--- config.mk ---
export PLATFORM = sky130hd
export DESIGN_NAME = bia_cfg
export DESIGN_NICKNAME = d
export VERILOG_FILES = /design/src/hw/rtl/bia_pkg.sv /design/src/hw/rtl/bia_cfg.sv
export SDC_FILE = /design/constraint.sdc
export NUM_CORES = 1
export LEC_CHECK = 0
export BUFFER_PORTS_ARGS = -buffer_cell sky130_fd_sc_hd__buf_4
export CORE_MARGIN = 1
export CORE_UTILIZATION = 43
export CTS_BUF_LIST = sky130_fd_sc_hd__clkbuf_2
export DETAILED_ROUTE_END_ITERATION = 10
export MAX_ROUTING_LAYER = met4
export PLACE_DENSITY_LB_ADDON = 0.12
export SYNTH_ARGS = -nofsm -noshare
export SYNTH_HDL_FRONTEND = slang
export SYNTH_SLANG_ARGS = --single-unit
export TNS_END_PERCENT = 10
--- constraint.sdc ---
create_clock -name clk -period 1.17 [get_ports clk]
set_clock_uncertainty 0.1 [all_clocks]
set_input_delay 0.1755 -clock clk [delete_from_list [all_inputs] [get_ports clk]]
set_output_delay 0.1755 -clock clk [all_outputs]
set_load 0.01 [all_outputs]
--- src/hw/rtl/bia_pkg.sv ---
// shared constants, codes and types for the bitmap id allocator
package bia_pkg;

  localparam int ID_SPACE  = 8192;
  localparam int WORD_BITS = 32;
  localparam int MAP_WORDS = (ID_SPACE + WORD_BITS - 1) / WORD_BITS;
  localparam int ID_W      = $clog2(ID_SPACE);
  localparam int LIM_W     = ID_W + 1;
  localparam int BIT_W     = $clog2(WORD_BITS);
  localparam int WADDR_W   = $clog2(MAP_WORDS);
  localparam int ST_W      = 2;
  localparam int APB_AW    = 3;
  localparam int APB_DW    = 32;

  localparam logic [ID_W-1:0]  MIN_ID_RST   = ID_W'(300);
  localparam logic [LIM_W-1:0] ID_LIMIT_RST = LIM_W'(5000);

  typedef enum logic [0:0] {
    REQ_ALLOC   = 1'b0,
    REQ_RELEASE = 1'b1
  } req_type_t;

  typedef enum logic [ST_W-1:0] {
    ST_ALLOCATED    = 2'd0,
    ST_NONE_FREE    = 2'd1,
    ST_RELEASED     = 2'd2,
    ST_OUT_OF_RANGE = 2'd3
  } status_t;

  typedef enum logic [0:0] {
    REG_MIN_ID   = 1'b0,
    REG_ID_LIMIT = 1'b1
  } reg_idx_t;

  typedef enum logic [1:0] {
    S_IDLE,
    S_FETCH,
    S_SCAN,
    S_OUT
  } seq_state_t;

  typedef struct packed {
    logic                 re;
    logic [WADDR_W-1:0]   raddr;
    logic                 we;
    logic [WADDR_W-1:0]   waddr;
    logic [WORD_BITS-1:0] wdata;
  } ram_cmd_t;

  typedef struct packed {
    logic                 found;
    logic [BIT_W-1:0]     bit_idx;
    logic [WORD_BITS-1:0] new_word;
  } scan_res_t;

endpackage

--- src/hw/rtl/bia_cfg.sv ---
// apb configuration registers: min_id and id_limit
module bia_cfg (
  input  logic                          clk,
  input  logic                          rst,
  input  logic                          psel,
  input  logic                          penable,
  input  logic                          pwrite,
  input  logic [bia_pkg::APB_AW-1:0]    paddr,
  input  logic [bia_pkg::APB_DW-1:0]    pwdata,
  output logic [bia_pkg::APB_DW-1:0]    prdata,
  output logic                          pready,
  output logic [bia_pkg::ID_W-1:0]      min_id,
  output logic [bia_pkg::LIM_W-1:0]     id_limit
);

  logic            wr_en;
  bia_pkg::reg_idx_t sel;

  assign pready = 1'b1;
  assign sel    = bia_pkg::reg_idx_t'(paddr[2]);
  assign wr_en  = psel && penable && pwrite;

  always_ff @(posedge clk) begin
    if (rst) begin
      min_id   <= bia_pkg::MIN_ID_RST;
      id_limit <= bia_pkg::ID_LIMIT_RST;
    end else if (wr_en) begin
      unique case (sel)
        bia_pkg::REG_MIN_ID:   min_id   <= pwdata[bia_pkg::ID_W-1:0];
        bia_pkg::REG_ID_LIMIT: id_limit <= pwdata[bia_pkg::LIM_W-1:0];
        default: ;
      endcase
    end
  end

  always_comb begin
    unique case (sel)
      bia_pkg::REG_MIN_ID:   prdata = bia_pkg::APB_DW'(min_id);
      bia_pkg::REG_ID_LIMIT: prdata = bia_pkg::APB_DW'(id_limit);
      default:               prdata = '0;
    endcase
  end

endmodule

== Word-level counts from Yosys, hierarchy flattened ==
Index checks and enable logic that the tools add are counted.
Storage, ports and cells
  bits in registers: 27
  bits in latches: 0
  bits in writable memories: 0
  ROM bits: 0
  input port bits: 40
  output and inout port bits: 60
  logic and storage cells: 8
  memories kept: 0
Cells by class
  add/subtract/negate cells: 0
  $mul: 0
  divide/modulo/power cells: 0
  magnitude comparators: 0
  equal/unequal tests: 0
  shifts and indexed selects: 0
  multiplexer cells: 1
  bitwise gates (word level): 1
  reduce and logical (&&, ||, !) cells: 4
Operators with widths (count)
  case mux 32 bit (2 select lines): 1
  AND reduction 2 bit: 2
  logical AND 1 bit: 2
  NOT 1 bit: 1

== Longest topological paths before layout ==
  depth in word-level cells: 3
  gate-level depth with buffers: 4

== Worst setup path after synthesis ==
Ideal clock, no wire load.
  path kind: in2out
  start point: in paddr[2] (netlist name)
  end point: out prdata[10] (netlist name)
  arrival: 845 ps
  setup slack: 50 ps
  stages on the path: 3
  path through: buf_6 > buf_2 > mux2_2
On the way
  word-level cells in the longest chain between the ends: 2
RTL lines
  start: declaration: RTL line bia_cfg.sv:8  | input logic [bia_pkg::APB_AW-1:0] paddr,
  NOT 1 bit (no line)
  case mux 32 bit (2 select lines) *: RTL line bia_cfg.sv:37  | unique case (sel)
  end: declaration: RTL line bia_cfg.sv:10  | output logic [bia_pkg::APB_DW-1:0] prdata,
Every way passes the cells marked *; elsewhere a longest branch is shown, timed or not. The select of a mux whose other input is x is not followed.

== Final worst setup path ==
  start point: reg min_id[8] (netlist name)
  end point: out prdata[8] (netlist name)
On the way
  word-level cells in the longest chain between the ends: 1
RTL lines
  start: declaration: RTL line bia_cfg.sv:12  | output logic [bia_pkg::ID_W-1:0] min_id,
  start signal: assignment: RTL line bia_cfg.sv:25  | min_id <= bia_pkg::MIN_ID_RST;
  start signal: assignment: RTL line bia_cfg.sv:29  | bia_pkg::REG_MIN_ID: min_id <= pwdata[bia_pkg::ID_W-1:0];
  case mux 32 bit (2 select lines): RTL line bia_cfg.sv:37
Every way passes these cells. The select of a mux whose other input is x is not followed.

==> flow_summary.json <==
{
  "routed_via_density": 4.58,
  "ant_nets": 0,
  "worst_setup_path_start_kind": "flop",
  "syn-instance-count": 148,
  "arrival_ns": 1.17,
  "fin_util": 0.820,
  "overflow": 0,
  "fin_ws_ns": -0.274,
  "core-area_sq_um": 3130,
  "setup_viol": 39,
  "syn_to_final_growth_pct": 76.2,
  "fin_cells": 292,
  "root_buffer": "clkbuf_2",
  "drtIter0Drc": 32,
  "cts_buffers": 3,
  "p_leak_nw": 1.20,
  "fin_crit_sh": 1.23,
  "die_height_microns": 60.2,
  "fin_area_sq_um": 2570,
  "mostFrequentLayoutCells": "buf_6 (66), nand2b_1 (30), mux2i_1 (27), dfxtp_2 (27), buf_4 (26)",
  "critPathSlowestCell": "dfxtp_2",
  "grt_pass1_wl_mm": 6.09,
  "setup-tns-final_ns": -5.83,
  "antenna_found_initial": 0,
  "dpl_worst_slack_ns": -0.107,
  "final_common_cell": "buf_6",
  "ys_types": 15,
  "fmax_ghz": 0.692,
  "gp_congestion": 0.715,
  "critPathRequiredTime_ns": 0.89,
  "initial_core_util": 0.466,
  "placed_cell_area_sq_um": 1880,
  "crit_path_end_kind": "output pin",
  "clock_path_buffers": 2,
  "synth_area_sq_um": 1460,
  "slowest_delay_ns": 0.39,
  "cts_tree": "built",
  "clock_sinks": 27,
  "drc_errors": 0,
  "place_inst": 246,
  "h-tree-depth": 1,
  "finalPower_mw": 1.78,
  "synth_warnings": 0,
  "p_per_area_nw_per_um2": 694,
  "status": "finished with violations",
  "final_nets": 289,
  "dpl.hpwl_mm": 2.38,
  "min_period_ns": 1.44,
  "rows": 20,
  "critPathMaxFanout": 2,
  "dr.pass1.iters": 4,
  "die_w_microns": 60.2,
  "ys_ff_latch": 27,
  "max_cap_viol_count": 0,
  "drive_gt1_frac": 0.560,
  "grt_max_degree": 47,
  "die-area_sq_um": 3620,
  "report.final.slew_viol_count": 0,
  "port-buffer-count": 60,
  "finalHoldViolations": 0,
  "critical_path_class": "reg -> out",
  "drt_wl_total_mm": 4.07,
  "yosysSeqAreaShare": 0.371,
  "crit_chain": "mux2_4 -> buf_6",
  "fillCellCount": 190,
  "ir_drop_mv": 0.448,
  "routedWlPerCell_microns": 13.9,
  "avgSynthCellArea_sq_um": 9.84,
  "min_path_type": "in -> reg",
  "grt_setup_unrepaired": "true",
  "grt_usage": 0.235,
  "grt_pass1_vias": 1327,
  "clk_latency_ns": 0.38,
  "io_pins": 100,
  "whs_ns": 0.0580,
  "path_clk_slew_ns": 0.28,
  "antennaDiodeCount": 0,
  "violations": "negative setup slack",
  "vias": 1337
}
-- Yosys cell counts --
master / number / share of area
and2_1: 1 / 0.0043
and4_1: 1 / 0.0060
and4b_1: 1 / 0.0069
buf_2: 2 / 0.0069
buf_4: 20 / 0.10
buf_6: 2 / 0.015
clkbuf_1: 4 / 0.010
conb_1: 2 / 0.0052
dfxtp_1: 27 / 0.37
mux2_2: 13 / 0.10
mux2i_1: 27 / 0.19
nand2b_1: 30 / 0.13
nand4_1: 1 / 0.0043
nand4b_2: 1 / 0.010
nor2_1: 16 / 0.041
-- critical path, delay by kind of cell, from the launching register on --
kind                   cells  cell delay (ns)
flip-flops                 1             0.39
multiplexers               1             0.27
buffers and inverters      1             0.13
-- registers in the layout, indices dropped and copies added, names as in the netlist --
signal    flops
id_limit     14
min_id       13
-- per-layer routing --
layer,wire (microns),global-route usage,share of wire,vias up
met5,0,-,0,-
met4,34,0.0598,0.0083,0
met3,175,0.0325,0.043,5
met2,2190,0.430,0.54,52
met1,1670,0.264,0.41,629
li1,-,-,-,651
-- where the power goes --
group / switching [mW] / internal (mW)
sequential: 0.0153 / 0.946
combinational: 0.181 / 0.256
clock: 0.294 / 0.0900
total: 0.490 / 1.29
-- repair_timing --
item,CTS,global route
pin swaps,0,0
buffers inserted,24,4
hold buffers,14,0
hold endpoints to repair,26,0
gates resized for setup,92,11
endpoints found under the setup margin,41,41
-- final cells by class --
class | instances | area (sq um) | share of cell area
Tap cell | 44 | 55.1 | 0.0215
Clock buffer | 4 | 20.0 | 0.00780
Sequential cell | 27 | 574 | 0.224
Timing Repair Buffer | 107 | 1100 | 0.428
Multi-Input combinational cell | 110 | 818 | 0.319
-- kinds of logic after synthesis --
| group | after synthesis | synth area share |
|---|---|---|
| buf+inv | 28 | 0.136 |
| mux | 40 | 0.286 |
| other cells | 2 | 0.00516 |
| flops | 27 | 0.371 |
| simple gates | 51 | 0.202 |
-- final timing paths --
check	slack, ns	to	depth (start not counted)	from
min	0.06	min_id[11]$_SDFFE_PP0P_	3	penable
max	-0.27	prdata[8]	2	min_id[8]$_SDFFE_PP1P_
min reg2reg	0.42	id_limit[13]$_SDFFE_PP0P_	2	id_limit[13]$_SDFFE_PP0P_
max reg2reg	0.21	min_id[5]$_SDFFE_PP1P_	4	min_id[5]$_SDFFE_PP1P_
No activity file was read; power rests on OpenSTA's default activity.
