[config.mk]
export PLATFORM = sky130hd
export DESIGN_NAME = bia_seq_flat
export DESIGN_NICKNAME = d
export VERILOG_FILES = /design/src/hw/rtl/bia_pkg.sv /design/src/hw/rtl/bia_req_if.sv /design/src/hw/rtl/bia_rsp_if.sv /design/src/hw/rtl/bia_scan.sv /design/src/hw/rtl/bia_seq.sv /design/src/flat_wrapper.sv
export SDC_FILE = /design/constraint.sdc
export NUM_CORES = 1
export LEC_CHECK = 0
export ABC_AREA = 1
export ABC_CLOCK_PERIOD_IN_PS = 10450
export BUFFER_PORTS_ARGS = -buffer_cell sky130_fd_sc_hd__clkbuf_2
export CAP_MARGIN = 20
export CELL_PAD_IN_SITES_DETAIL_PLACEMENT = 1
export CELL_PAD_IN_SITES_GLOBAL_PLACEMENT = 1
export CORE_MARGIN = 2
export CORE_UTILIZATION = 42
export CTS_CLUSTER_DIAMETER = 120
export DETAILED_ROUTE_END_ITERATION = 6
export PLACE_DENSITY_LB_ADDON = 0.1
export REMOVE_ABC_BUFFERS = 1
export SLEW_MARGIN = 20
export SYNTH_ARGS = -nofsm -noshare
export SYNTH_HDL_FRONTEND = slang
export SYNTH_SLANG_ARGS = --single-unit
[constraint.sdc]
create_clock -name clk -period 10.45 [get_ports clk]
set_clock_uncertainty 0.2 [all_clocks]
set_input_delay 2.09 -clock clk [delete_from_list [all_inputs] [get_ports clk]]
set_output_delay 2.09 -clock clk [all_outputs]
set_load 0.1 [all_outputs]
[src/hw/rtl/bia_pkg.sv]
// shared constants, codes and types for the bitmap id allocator
package bia_pkg;

  localparam int ID_SPACE  = 8192;
  localparam int WORD_BITS = 32;
  localparam int MAP_WORDS = (ID_SPACE + WORD_BITS - 1) / WORD_BITS;
  localparam int ID_W      = $clog2(ID_SPACE);
  localparam int LIM_W     = ID_W + 1;
  localparam int BIT_W     = $clog2(WORD_BITS);
  localparam int WADDR_W   = $clog2(MAP_WORDS);
  localparam int ST_W      = 2;
  localparam int APB_AW    = 3;
  localparam int APB_DW    = 32;

  localparam logic [ID_W-1:0]  MIN_ID_RST   = ID_W'(300);
  localparam logic [LIM_W-1:0] ID_LIMIT_RST = LIM_W'(5000);

  typedef enum logic [0:0] {
    REQ_ALLOC   = 1'b0,
    REQ_RELEASE = 1'b1
  } req_type_t;

  typedef enum logic [ST_W-1:0] {
    ST_ALLOCATED    = 2'd0,
    ST_NONE_FREE    = 2'd1,
    ST_RELEASED     = 2'd2,
    ST_OUT_OF_RANGE = 2'd3
  } status_t;

  typedef enum logic [0:0] {
    REG_MIN_ID   = 1'b0,
    REG_ID_LIMIT = 1'b1
  } reg_idx_t;

  typedef enum logic [1:0] {
    S_IDLE,
    S_FETCH,
    S_SCAN,
    S_OUT
  } seq_state_t;

  typedef struct packed {
    logic                 re;
    logic [WADDR_W-1:0]   raddr;
    logic                 we;
    logic [WADDR_W-1:0]   waddr;
    logic [WORD_BITS-1:0] wdata;
  } ram_cmd_t;

  typedef struct packed {
    logic                 found;
    logic [BIT_W-1:0]     bit_idx;
    logic [WORD_BITS-1:0] new_word;
  } scan_res_t;

endpackage

[src/hw/rtl/bia_req_if.sv]
// request channel: valid/ready with the request word
interface bia_req_if;
  logic                   valid;
  logic                   ready;
  logic                   req_type;
  logic [bia_pkg::ID_W-1:0] release_id;

  modport source (output valid, req_type, release_id, input ready);
  modport sink   (input valid, req_type, release_id, output ready);
endinterface

[src/hw/rtl/bia_rsp_if.sv]
// response channel: valid/ready with the result word
interface bia_rsp_if;
  logic                     valid;
  logic                     ready;
  logic [bia_pkg::ID_W-1:0] granted_id;
  logic [bia_pkg::ST_W-1:0] status;

  modport source (output valid, granted_id, status, input ready);
  modport sink   (input valid, granted_id, status, output ready);
endinterface

[src/hw/rtl/bia_scan.sv]
// word unit: masks one bitmap word to the id range, finds the lowest free bit, builds the update
module bia_scan (
  input  logic [bia_pkg::WORD_BITS-1:0] word,
  input  logic                          is_release,
  input  logic [bia_pkg::BIT_W-1:0]     rel_bit,
  input  logic [bia_pkg::BIT_W-1:0]     lo_bit,
  input  logic [bia_pkg::BIT_W-1:0]     hi_bit,
  output bia_pkg::scan_res_t            res
);

  logic [bia_pkg::WORD_BITS-1:0] mask;
  logic [bia_pkg::WORD_BITS-1:0] free_bits;
  logic [bia_pkg::WORD_BITS-1:0] onehot;
  logic [bia_pkg::BIT_W-1:0]     low_free;
  logic [bia_pkg::BIT_W-1:0]     sel_bit;

  assign mask = ({bia_pkg::WORD_BITS{1'b1}} << lo_bit)
              & ({bia_pkg::WORD_BITS{1'b1}} >> (bia_pkg::BIT_W'(bia_pkg::WORD_BITS - 1) - hi_bit));
  assign free_bits = ~word & mask;

  // lowest set bit wins
  always_comb begin
    low_free = '0;
    for (int i = bia_pkg::WORD_BITS - 1; i >= 0; i--) begin
      if (free_bits[i]) begin
        low_free = bia_pkg::BIT_W'(i);
      end
    end
  end

  assign sel_bit = is_release ? rel_bit : low_free;
  assign onehot  = bia_pkg::WORD_BITS'(1) << sel_bit;

  assign res.found    = |free_bits;
  assign res.bit_idx  = sel_bit;
  assign res.new_word = is_release ? (word & ~onehot) : (word | onehot);

endmodule

[src/hw/rtl/bia_seq.sv]
// request sequencer: range checks, word-by-word scan, bitmap update and result register
module bia_seq (
  input  logic                          clk,
  input  logic                          rst,
  input  logic [bia_pkg::ID_W-1:0]      min_id,
  input  logic [bia_pkg::LIM_W-1:0]     id_limit,
  bia_req_if.sink                       req,
  bia_rsp_if.source                     rsp,
  output bia_pkg::ram_cmd_t             cmd,
  input  logic [bia_pkg::WORD_BITS-1:0] rword
);

  bia_pkg::seq_state_t state, state_next;

  logic                            is_rel, is_rel_next;
  logic [bia_pkg::ID_W-1:0]        rid, rid_next;
  logic [bia_pkg::WADDR_W-1:0]     ridx, ridx_next;
  logic [bia_pkg::WADDR_W-1:0]     eidx, eidx_next;
  logic [bia_pkg::ID_W-1:0]        res_id, res_id_next;
  bia_pkg::status_t                res_st, res_st_next;
  logic                            out_valid, out_valid_next;
  logic [bia_pkg::ID_W-1:0]        out_id, out_id_next;
  bia_pkg::status_t                out_st, out_st_next;

  logic [bia_pkg::LIM_W-1:0]       eff;
  logic [bia_pkg::LIM_W-1:0]       eff_m1;
  logic [bia_pkg::WADDR_W-1:0]     last_w;
  logic                            range_empty;
  logic                            rid_bad;
  logic                            accept;
  logic                            out_free;
  logic [bia_pkg::BIT_W-1:0]       lo_bit;
  logic [bia_pkg::BIT_W-1:0]       hi_bit;
  bia_pkg::scan_res_t              sres;

  assign eff = (id_limit > bia_pkg::LIM_W'(bia_pkg::ID_SPACE))
             ? bia_pkg::LIM_W'(bia_pkg::ID_SPACE) : id_limit;
  assign eff_m1      = eff - bia_pkg::LIM_W'(1);
  assign last_w      = eff_m1[bia_pkg::ID_W-1:bia_pkg::BIT_W];
  assign range_empty = bia_pkg::LIM_W'(min_id) >= eff;
  assign rid_bad     = (req.release_id < min_id) || (bia_pkg::LIM_W'(req.release_id) >= eff);

  assign req.ready = (state == bia_pkg::S_IDLE);
  assign accept    = req.valid && req.ready;
  assign out_free  = !out_valid || rsp.ready;

  // range edges only clip the first and last words of the scan
  assign lo_bit = (eidx == min_id[bia_pkg::ID_W-1:bia_pkg::BIT_W])
                ? min_id[bia_pkg::BIT_W-1:0] : '0;
  assign hi_bit = (eidx == last_w) ? eff_m1[bia_pkg::BIT_W-1:0]
                : bia_pkg::BIT_W'(bia_pkg::WORD_BITS - 1);

  bia_scan u_scan (
    .word       (rword),
    .is_release (is_rel),
    .rel_bit    (rid[bia_pkg::BIT_W-1:0]),
    .lo_bit     (lo_bit),
    .hi_bit     (hi_bit),
    .res        (sres)
  );

  // next state
  always_comb begin
    state_next = state;
    unique case (state)
      bia_pkg::S_IDLE: begin
        if (accept) begin
          if (req.req_type == bia_pkg::REQ_RELEASE) begin
            state_next = rid_bad ? bia_pkg::S_OUT : bia_pkg::S_FETCH;
          end else begin
            state_next = range_empty ? bia_pkg::S_OUT : bia_pkg::S_FETCH;
          end
        end
      end
      bia_pkg::S_FETCH: state_next = bia_pkg::S_SCAN;
      bia_pkg::S_SCAN: begin
        if (is_rel || sres.found || eidx == last_w) begin
          state_next = bia_pkg::S_OUT;
        end
      end
      bia_pkg::S_OUT: begin
        if (out_free) begin
          state_next = bia_pkg::S_IDLE;
        end
      end
      default: state_next = bia_pkg::S_IDLE;
    endcase
  end

  // datapath and memory commands
  always_comb begin
    is_rel_next    = is_rel;
    rid_next       = rid;
    ridx_next      = ridx;
    eidx_next      = eidx;
    res_id_next    = res_id;
    res_st_next    = res_st;
    out_valid_next = out_valid && !rsp.ready;
    out_id_next    = out_id;
    out_st_next    = out_st;
    cmd.re         = 1'b0;
    cmd.raddr      = ridx;
    cmd.we         = 1'b0;
    cmd.waddr      = eidx;
    cmd.wdata      = sres.new_word;
    unique case (state)
      bia_pkg::S_IDLE: begin
        if (accept) begin
          is_rel_next = (req.req_type == bia_pkg::REQ_RELEASE);
          rid_next    = req.release_id;
          res_id_next = '0;
          if (req.req_type == bia_pkg::REQ_RELEASE) begin
            ridx_next   = req.release_id[bia_pkg::ID_W-1:bia_pkg::BIT_W];
            res_st_next = bia_pkg::ST_OUT_OF_RANGE;
          end else begin
            ridx_next   = min_id[bia_pkg::ID_W-1:bia_pkg::BIT_W];
            res_st_next = bia_pkg::ST_NONE_FREE;
          end
        end
      end
      bia_pkg::S_FETCH: begin
        cmd.re    = 1'b1;
        eidx_next = ridx;
        ridx_next = ridx + bia_pkg::WADDR_W'(1);
      end
      bia_pkg::S_SCAN: begin
        if (is_rel) begin
          cmd.we      = 1'b1;
          res_st_next = bia_pkg::ST_RELEASED;
        end else if (sres.found) begin
          cmd.we      = 1'b1;
          res_st_next = bia_pkg::ST_ALLOCATED;
          res_id_next = {eidx, sres.bit_idx};
        end else if (eidx != last_w) begin
          // read of the next word overlaps the check of this one
          cmd.re    = 1'b1;
          eidx_next = ridx;
          ridx_next = ridx + bia_pkg::WADDR_W'(1);
        end
      end
      bia_pkg::S_OUT: begin
        if (out_free) begin
          out_valid_next = 1'b1;
          out_id_next    = res_id;
          out_st_next    = res_st;
        end
      end
      default: ;
    endcase
  end

  always_ff @(posedge clk) begin
    if (rst) begin
      state     <= bia_pkg::S_IDLE;
      out_valid <= 1'b0;
    end else begin
      state     <= state_next;
      out_valid <= out_valid_next;
    end
  end

  always_ff @(posedge clk) begin
    is_rel <= is_rel_next;
    rid    <= rid_next;
    ridx   <= ridx_next;
    eidx   <= eidx_next;
    res_id <= res_id_next;
    res_st <= res_st_next;
    out_id <= out_id_next;
    out_st <= out_st_next;
  end

  assign rsp.valid      = out_valid;
  assign rsp.granted_id = out_id;
  assign rsp.status     = out_st;

endmodule

[src/flat_wrapper.sv]
// flat-port wrapper written by rule: the top's interface ports become plain ports
module bia_seq_flat 
  (clk, rst, min_id, id_limit, cmd, rword, req_valid, req_req_type, req_release_id, req_ready, rsp_valid, rsp_granted_id, rsp_status, rsp_ready);
  bia_req_if req_i ();
  bia_rsp_if rsp_i ();
  input  logic clk;
  input  logic rst;
  input  logic [bia_pkg::ID_W-1:0] min_id;
  input  logic [bia_pkg::LIM_W-1:0] id_limit;
  output bia_pkg::ram_cmd_t cmd;
  input  logic [bia_pkg::WORD_BITS-1:0] rword;
  input wire logic [$bits(req_i.valid)-1:0] req_valid;
  input wire logic [$bits(req_i.req_type)-1:0] req_req_type;
  input wire logic [$bits(req_i.release_id)-1:0] req_release_id;
  output wire logic [$bits(req_i.ready)-1:0] req_ready;
  output wire logic [$bits(rsp_i.valid)-1:0] rsp_valid;
  output wire logic [$bits(rsp_i.granted_id)-1:0] rsp_granted_id;
  output wire logic [$bits(rsp_i.status)-1:0] rsp_status;
  input wire logic [$bits(rsp_i.ready)-1:0] rsp_ready;
  assign req_i.valid = req_valid;
  assign req_i.req_type = req_req_type;
  assign req_i.release_id = req_release_id;
  assign req_ready = req_i.ready;
  assign rsp_valid = rsp_i.valid;
  assign rsp_granted_id = rsp_i.granted_id;
  assign rsp_status = rsp_i.status;
  assign rsp_i.ready = rsp_ready;
  bia_seq u_core (.clk(clk), .rst(rst), .min_id(min_id), .id_limit(id_limit), .req(req_i), .rsp(rsp_i), .cmd(cmd), .rword(rword));
endmodule
# == Word level (Yosys, flattened, before mapping) ==
# Cells that the tools add are included.
# word_totals
ff_bits,55
latchBits,0
ram_bits,0
romBits,0
out_inout_bits,67
elab_cells,132
memories,0
# op_classes
n_addsub,3
mul,0
div_mod_pow,0
order_cmp,4
eq_ne,14
n_shift,3
muxes,72
n_bitwise,6
reduce_logical,20
# ops
operator,n
two-way mux 5 bit,35
bitwise AND 32 bit,3
two-way mux 8 bit,8
inverter 32 bit,2
two-way mux 13 bit,3
two-way mux 32 bit,1
bitwise OR 32 bit,1
OR reduction 32 bit,1
"<< shifter 1 x 5 -> 32 bit, first input constant",1
"<< shifter 32 x 5 -> 32 bit, first input constant",1
">> shifter 32 x 5 -> 32 bit, first input constant",1
>= comparator 13 x 14 -> 1 bit,2
case mux 13 bit (2 select lines),1
case mux 8 bit (3 select lines),1
two-way mux 2 bit,10
equality test 8 bit,2
case mux 8 bit (2 select lines),1
"greater-than comparator 14 bit, second input constant",1
two-way mux 14 bit,1
< comparator 13 bit,1
"subtractor 13 x 1 -> 13 bit, second input constant",1
"adder 8 x 1 -> 8 bit, second input constant",1
two-way mux 1 bit,8
"inequality test 2 x 1 -> 1 bit, second input constant",4
19 further kinds,31

# == Depth between registers and ports, before layout ==
# logic_depth
ltp_word,46
mapped_depth,57
depth_no_buf,54

# == Modules after synthesis ==
# From an unflattened synthesis, not the netlist that was laid out.
# unflattened
cells_unflattened,888
hier_area_um2,5886.9
# by_module_without_submodules
mod,instances,cells_each,area_per_inst_um2,seq_area_each_um2
bia_seq,1,482,3940.0,1621.6
bia_scan,1,406,1946.9,0.0

# == Worst setup path after synthesis ==
# No wires, ideal clock.
# synth_timing
kind,input port to output port
start,input port id_limit[5] (netlist bit)
end,output port cmd[49] (netlist bit)
arrival_time_ps,6612
t_required_ps,8160
path_slack_ps,1548
path_stages,32
path_buffers,1
cell_sequence,or2_1 -> nor2_1 -> nand2_2 -> nand2_4 -> buf_4 -> nand2_1 -> ha_1 -> nand2_1 -> nor2_1 -> nand3_1 -> nand2_1 -> nand2_1 -> nand3_2 -> nor2_8 -> inv_4 -> nor2_4 -> inv_2 -> nor2_1 -> inv_1 -> o21ai_0 -> nand2_1 -> nor2_1 -> inv_1 -> nor4_1 -> nand2_1 -> nor2_1 -> inv_1 -> nor2_1 -> inv_1 -> nor2_1 -> nor2_1 -> nor2_1
# synth_rtl
item,line_no,text
from (decl),flat_wrapper.sv:9,input logic [bia_pkg::LIM_W-1:0] id_limit;
to (decl),flat_wrapper.sv:10,output bia_pkg::ram_cmd_t cmd;

==> flow_metrics.env <==
export IMPL_tns_ns=0
export IMPL_crit_slowest_cell="clkbuf_2"
export IMPL_grt_overflow_total=0
export IMPL_ant_nets=0
export IMPL_end_kind="primary output"
export IMPL_htree_levels=2
export IMPL_firstDrtPassIters=5
export IMPL_rsz0062_at_grt="no"
export IMPL_yosysWarnings=0
export IMPL_port_buffers=143
export IMPL_via_count=6293
export IMPL_place_congestion=0.931
export IMPL_path_clk_slew_ns=0.07
export IMPL_antenna_found_initial=0
export IMPL_place_hpwl_um=17500
export IMPL_fin_area_sq_um=6860
export IMPL_cts_buffers=5
export IMPL_worstPathRequired_ns=8.16
export IMPL_total_switching_power_mw=0.954
export IMPL_fin_crit_sh_pct=92.5
export IMPL_max_freq_ghz=0.103
export IMPL_area_growth_pct=14.0
export IMPL_period_minus_slack_ns=9.66
export IMPL_synthArstFlopShare_pct=0
export IMPL_hold_class="flop to flop"
export IMPL_grt_pass1_wl_um=32100
export IMPL_hold_slack_ns=0.225
export IMPL_insertion_delay_ns=0.29
export IMPL_drv_cap=0
export IMPL_dpl_cell_area_sq_um=6690
export IMPL_fillers=1889
export IMPL_cp_buffers_inverters=2
export IMPL_ys_flop_type="edfxtp_1"
export IMPL_die_height_um=124
export IMPL_diodes=0
export IMPL_fp_dieW_um=124
export IMPL_cp_arrival_ns=7.37
export IMPL_core_area_sq_um=13900
export IMPL_ys_ff_latch=55
export IMPL_drv_slew=0
export IMPL_cts_sinks=55
export IMPL_pre_cts_slack_ns=0.815
export IMPL_power_internal_mw=0.672
export IMPL_tightest_slew_ns=1.07
export IMPL_drive_above_1_share_pct=20.9
export IMPL_max_slew_margin_rel_pct=28.5
export IMPL_cts_buffer_depth=2
export IMPL_first_global_vias=6069
export IMPL_avgViaCountPerCell=5.41
export IMPL_seq_power_share_pct=28.0
export IMPL_syn_area_sq_um=6020
export IMPL_post_cts_setup_buffers=0
export IMPL_power_density_nw_per_um2=237
export IMPL_total_power_mw=1.63
export IMPL_num_rows=43
export IMPL_drt_iter0_drc=427
export IMPL_fin_nets=1104
export IMPL_p_leak_nw=3.45
export IMPL_avgSynthCellArea_sq_um=6.85
export IMPL_max_vdd_ir_drop_mv=0.208
export IMPL_final_common_cell="nand2_1"
export IMPL_synth_edf_count=52
export IMPL_initial_core_util_pct=43.2
export IMPL_wl_per_cell_um=17.9
export IMPL_power_share_clock_pct=11.7
export IMPL_final_cell_mix="nand2_1, clkbuf_2, inv_1"
export IMPL_cp_slowest_stage_delay_ns=0.45
export IMPL_ctsRootBufferMaster="clkbuf_16"
export IMPL_seq_area_frac_synth_pct=26.9
export IMPL_finalSetupViolations=0
export IMPL_final_cell_count_no_fill=1164
export IMPL_critical_path_top_delay_family="simple AND/OR/NAND/NOR gates"
export IMPL_path_common_cell="nand2_1"
export IMPL_dp_cells=1156
export IMPL_p_comb_share_pct=60.3
export IMPL_cp_max_fo=27
export IMPL_ys_types=53
export IMPL_cts_hold_fix_buffers=0
export IMPL_run_status="finished, final reports clean"
export IMPL_die_area_sq_um=15300
export IMPL_io_pins=144
export IMPL_hold_violations=0
export IMPL_netlist_instances=878
export IMPL_grt_usage_pct=27.2
export IMPL_grt_max_degree=35
export IMPL_switching_share_pct=58.7
export IMPL_final_core_util_pct=49.2
export IMPL_setup_slack_ns=0.788
export IMPL_cp_start_kind="input pin"
export IMPL_path_class="input pin to primary output"
export IMPL_drc_errors=0
export IMPL_wirelength_um=20800
export IMPL_cts_resized=0
export IMPL_cts_tree="built"
## synthesized netlist by cell type, types with 2 or more instances
cell,count,area (sq um)
nand3_1,66,330
nor2_4,6,67.6
edfxtp_1,52,1560
o21ai_1,6,30.0
nor2_1,88,330
o22ai_1,2,12.5
buf_6,2,22.5
o21ai_2,2,17.5
inv_2,9,33.8
or2_1,3,18.8
buf_4,33,248
nand2_1,216,811
nand2_2,9,56.3
o2111ai_1,2,17.5
clkinv_1,7,26.3
nand3b_1,3,22.5
nand2_4,3,33.8
o21bai_1,19,143
nor4_1,3,18.8
a31oi_1,3,18.8
a211oi_1,6,45.0
nand3_2,4,40.0
o41ai_1,3,26.3
a21oi_1,40,200
o211ai_1,7,52.6
dfxtp_1,3,60.1
o31ai_1,3,22.5
inv_1,107,402
nand3_4,2,35.0
nor2_2,6,37.5
a2111oi_0,2,17.5
a22oi_1,2,15.0
clkbuf_1,19,71.3
nand4_1,30,188
o21a_1,3,22.5
ha_1,44,551
nor3_1,8,40.0
o21ai_0,31,155
xor2_1,10,87.6
## routing by layer
metal | routed length [um] | global-route usage, % | vias up | part of all wire [%]
met3 | 1100 | 2.34 | 13 | 5.3
met5 | 0 | 0 | - | 0
met1 | 10200 | 41.2 | 2985 | 49
li1 | - | - | 3120 | -
met4 | 130 | 3.13 | 0 | 0.62
met2 | 9370 | 43.2 | 175 | 45
## power by group through the flow
| stage | clock network (mW) | logic, mW | registers, mW |
|---|---|---|---|
| after floorplan | 0 | 0.468 | 0.732 |
| after global placement | 0 | 0.957 | 0.453 |
| after CTS | 0.191 | 0.977 | 0.457 |
| after detailed placement | 0 | 0.972 | 0.461 |
| final | 0.191 | 0.980 | 0.456 |
| after global routing | 0.201 | 1.05 | 0.466 |
## worst paths after layout
path	cells past startpoint	slack [ns]	to	startpoint
worst min register to register	0	0.22	u_core.rsp.granted_id[7]	u_core.res_id[7]
worst max register to register	19	5.75	u_core.ridx[6]	u_core.eidx[5]
worst max-delay path	52	0.79	cmd[15]	id_limit[5]
worst min-delay path	0	0.22	u_core.rsp.granted_id[7]	u_core.res_id[7]
## sequential cells by signal (all words and copies together), names as in the netlist
signal / flops
u_core.res_st: 2
u_core.rsp.granted_id: 13
u_core.is_rel: 1
u_core.ridx: 8
u_core.eidx: 8
u_core.state: 2
u_core.res_id: 13
u_core.rsp.valid: 1
u_core.rid: 5
u_core.rsp.status: 2
## cell families (layout without fill, tap and decap cells)
group                      count (synthesis)  after routing  synth area share, %
buffers and inverters                    178            284                 13.5
and+or+nand+nor                          452            452                 34.6
DFF                                       55             55                 26.9
AOI/OAI and AO/OA                        139            139                 14.4
xor gates and xnor gates                  10             10                 1.46
adders and majority gates                 44             44                 9.15
## cell type report
class / count / area [sq um] / share of cell area [%]
Inverter: 124 / 468 / 6.82
Timing Repair Buffer: 152 / 781 / 11.4
Multi-Input combinational cell: 645 / 3590 / 52.4
Clock inverter: 3 / 46.3 / 0.675
Clock buffer: 5 / 125 / 1.82
Sequential cell: 55 / 1620 / 23.6
Tap cell: 180 / 225 / 3.28
Note: power is estimated with default switching activity, not from simulation.
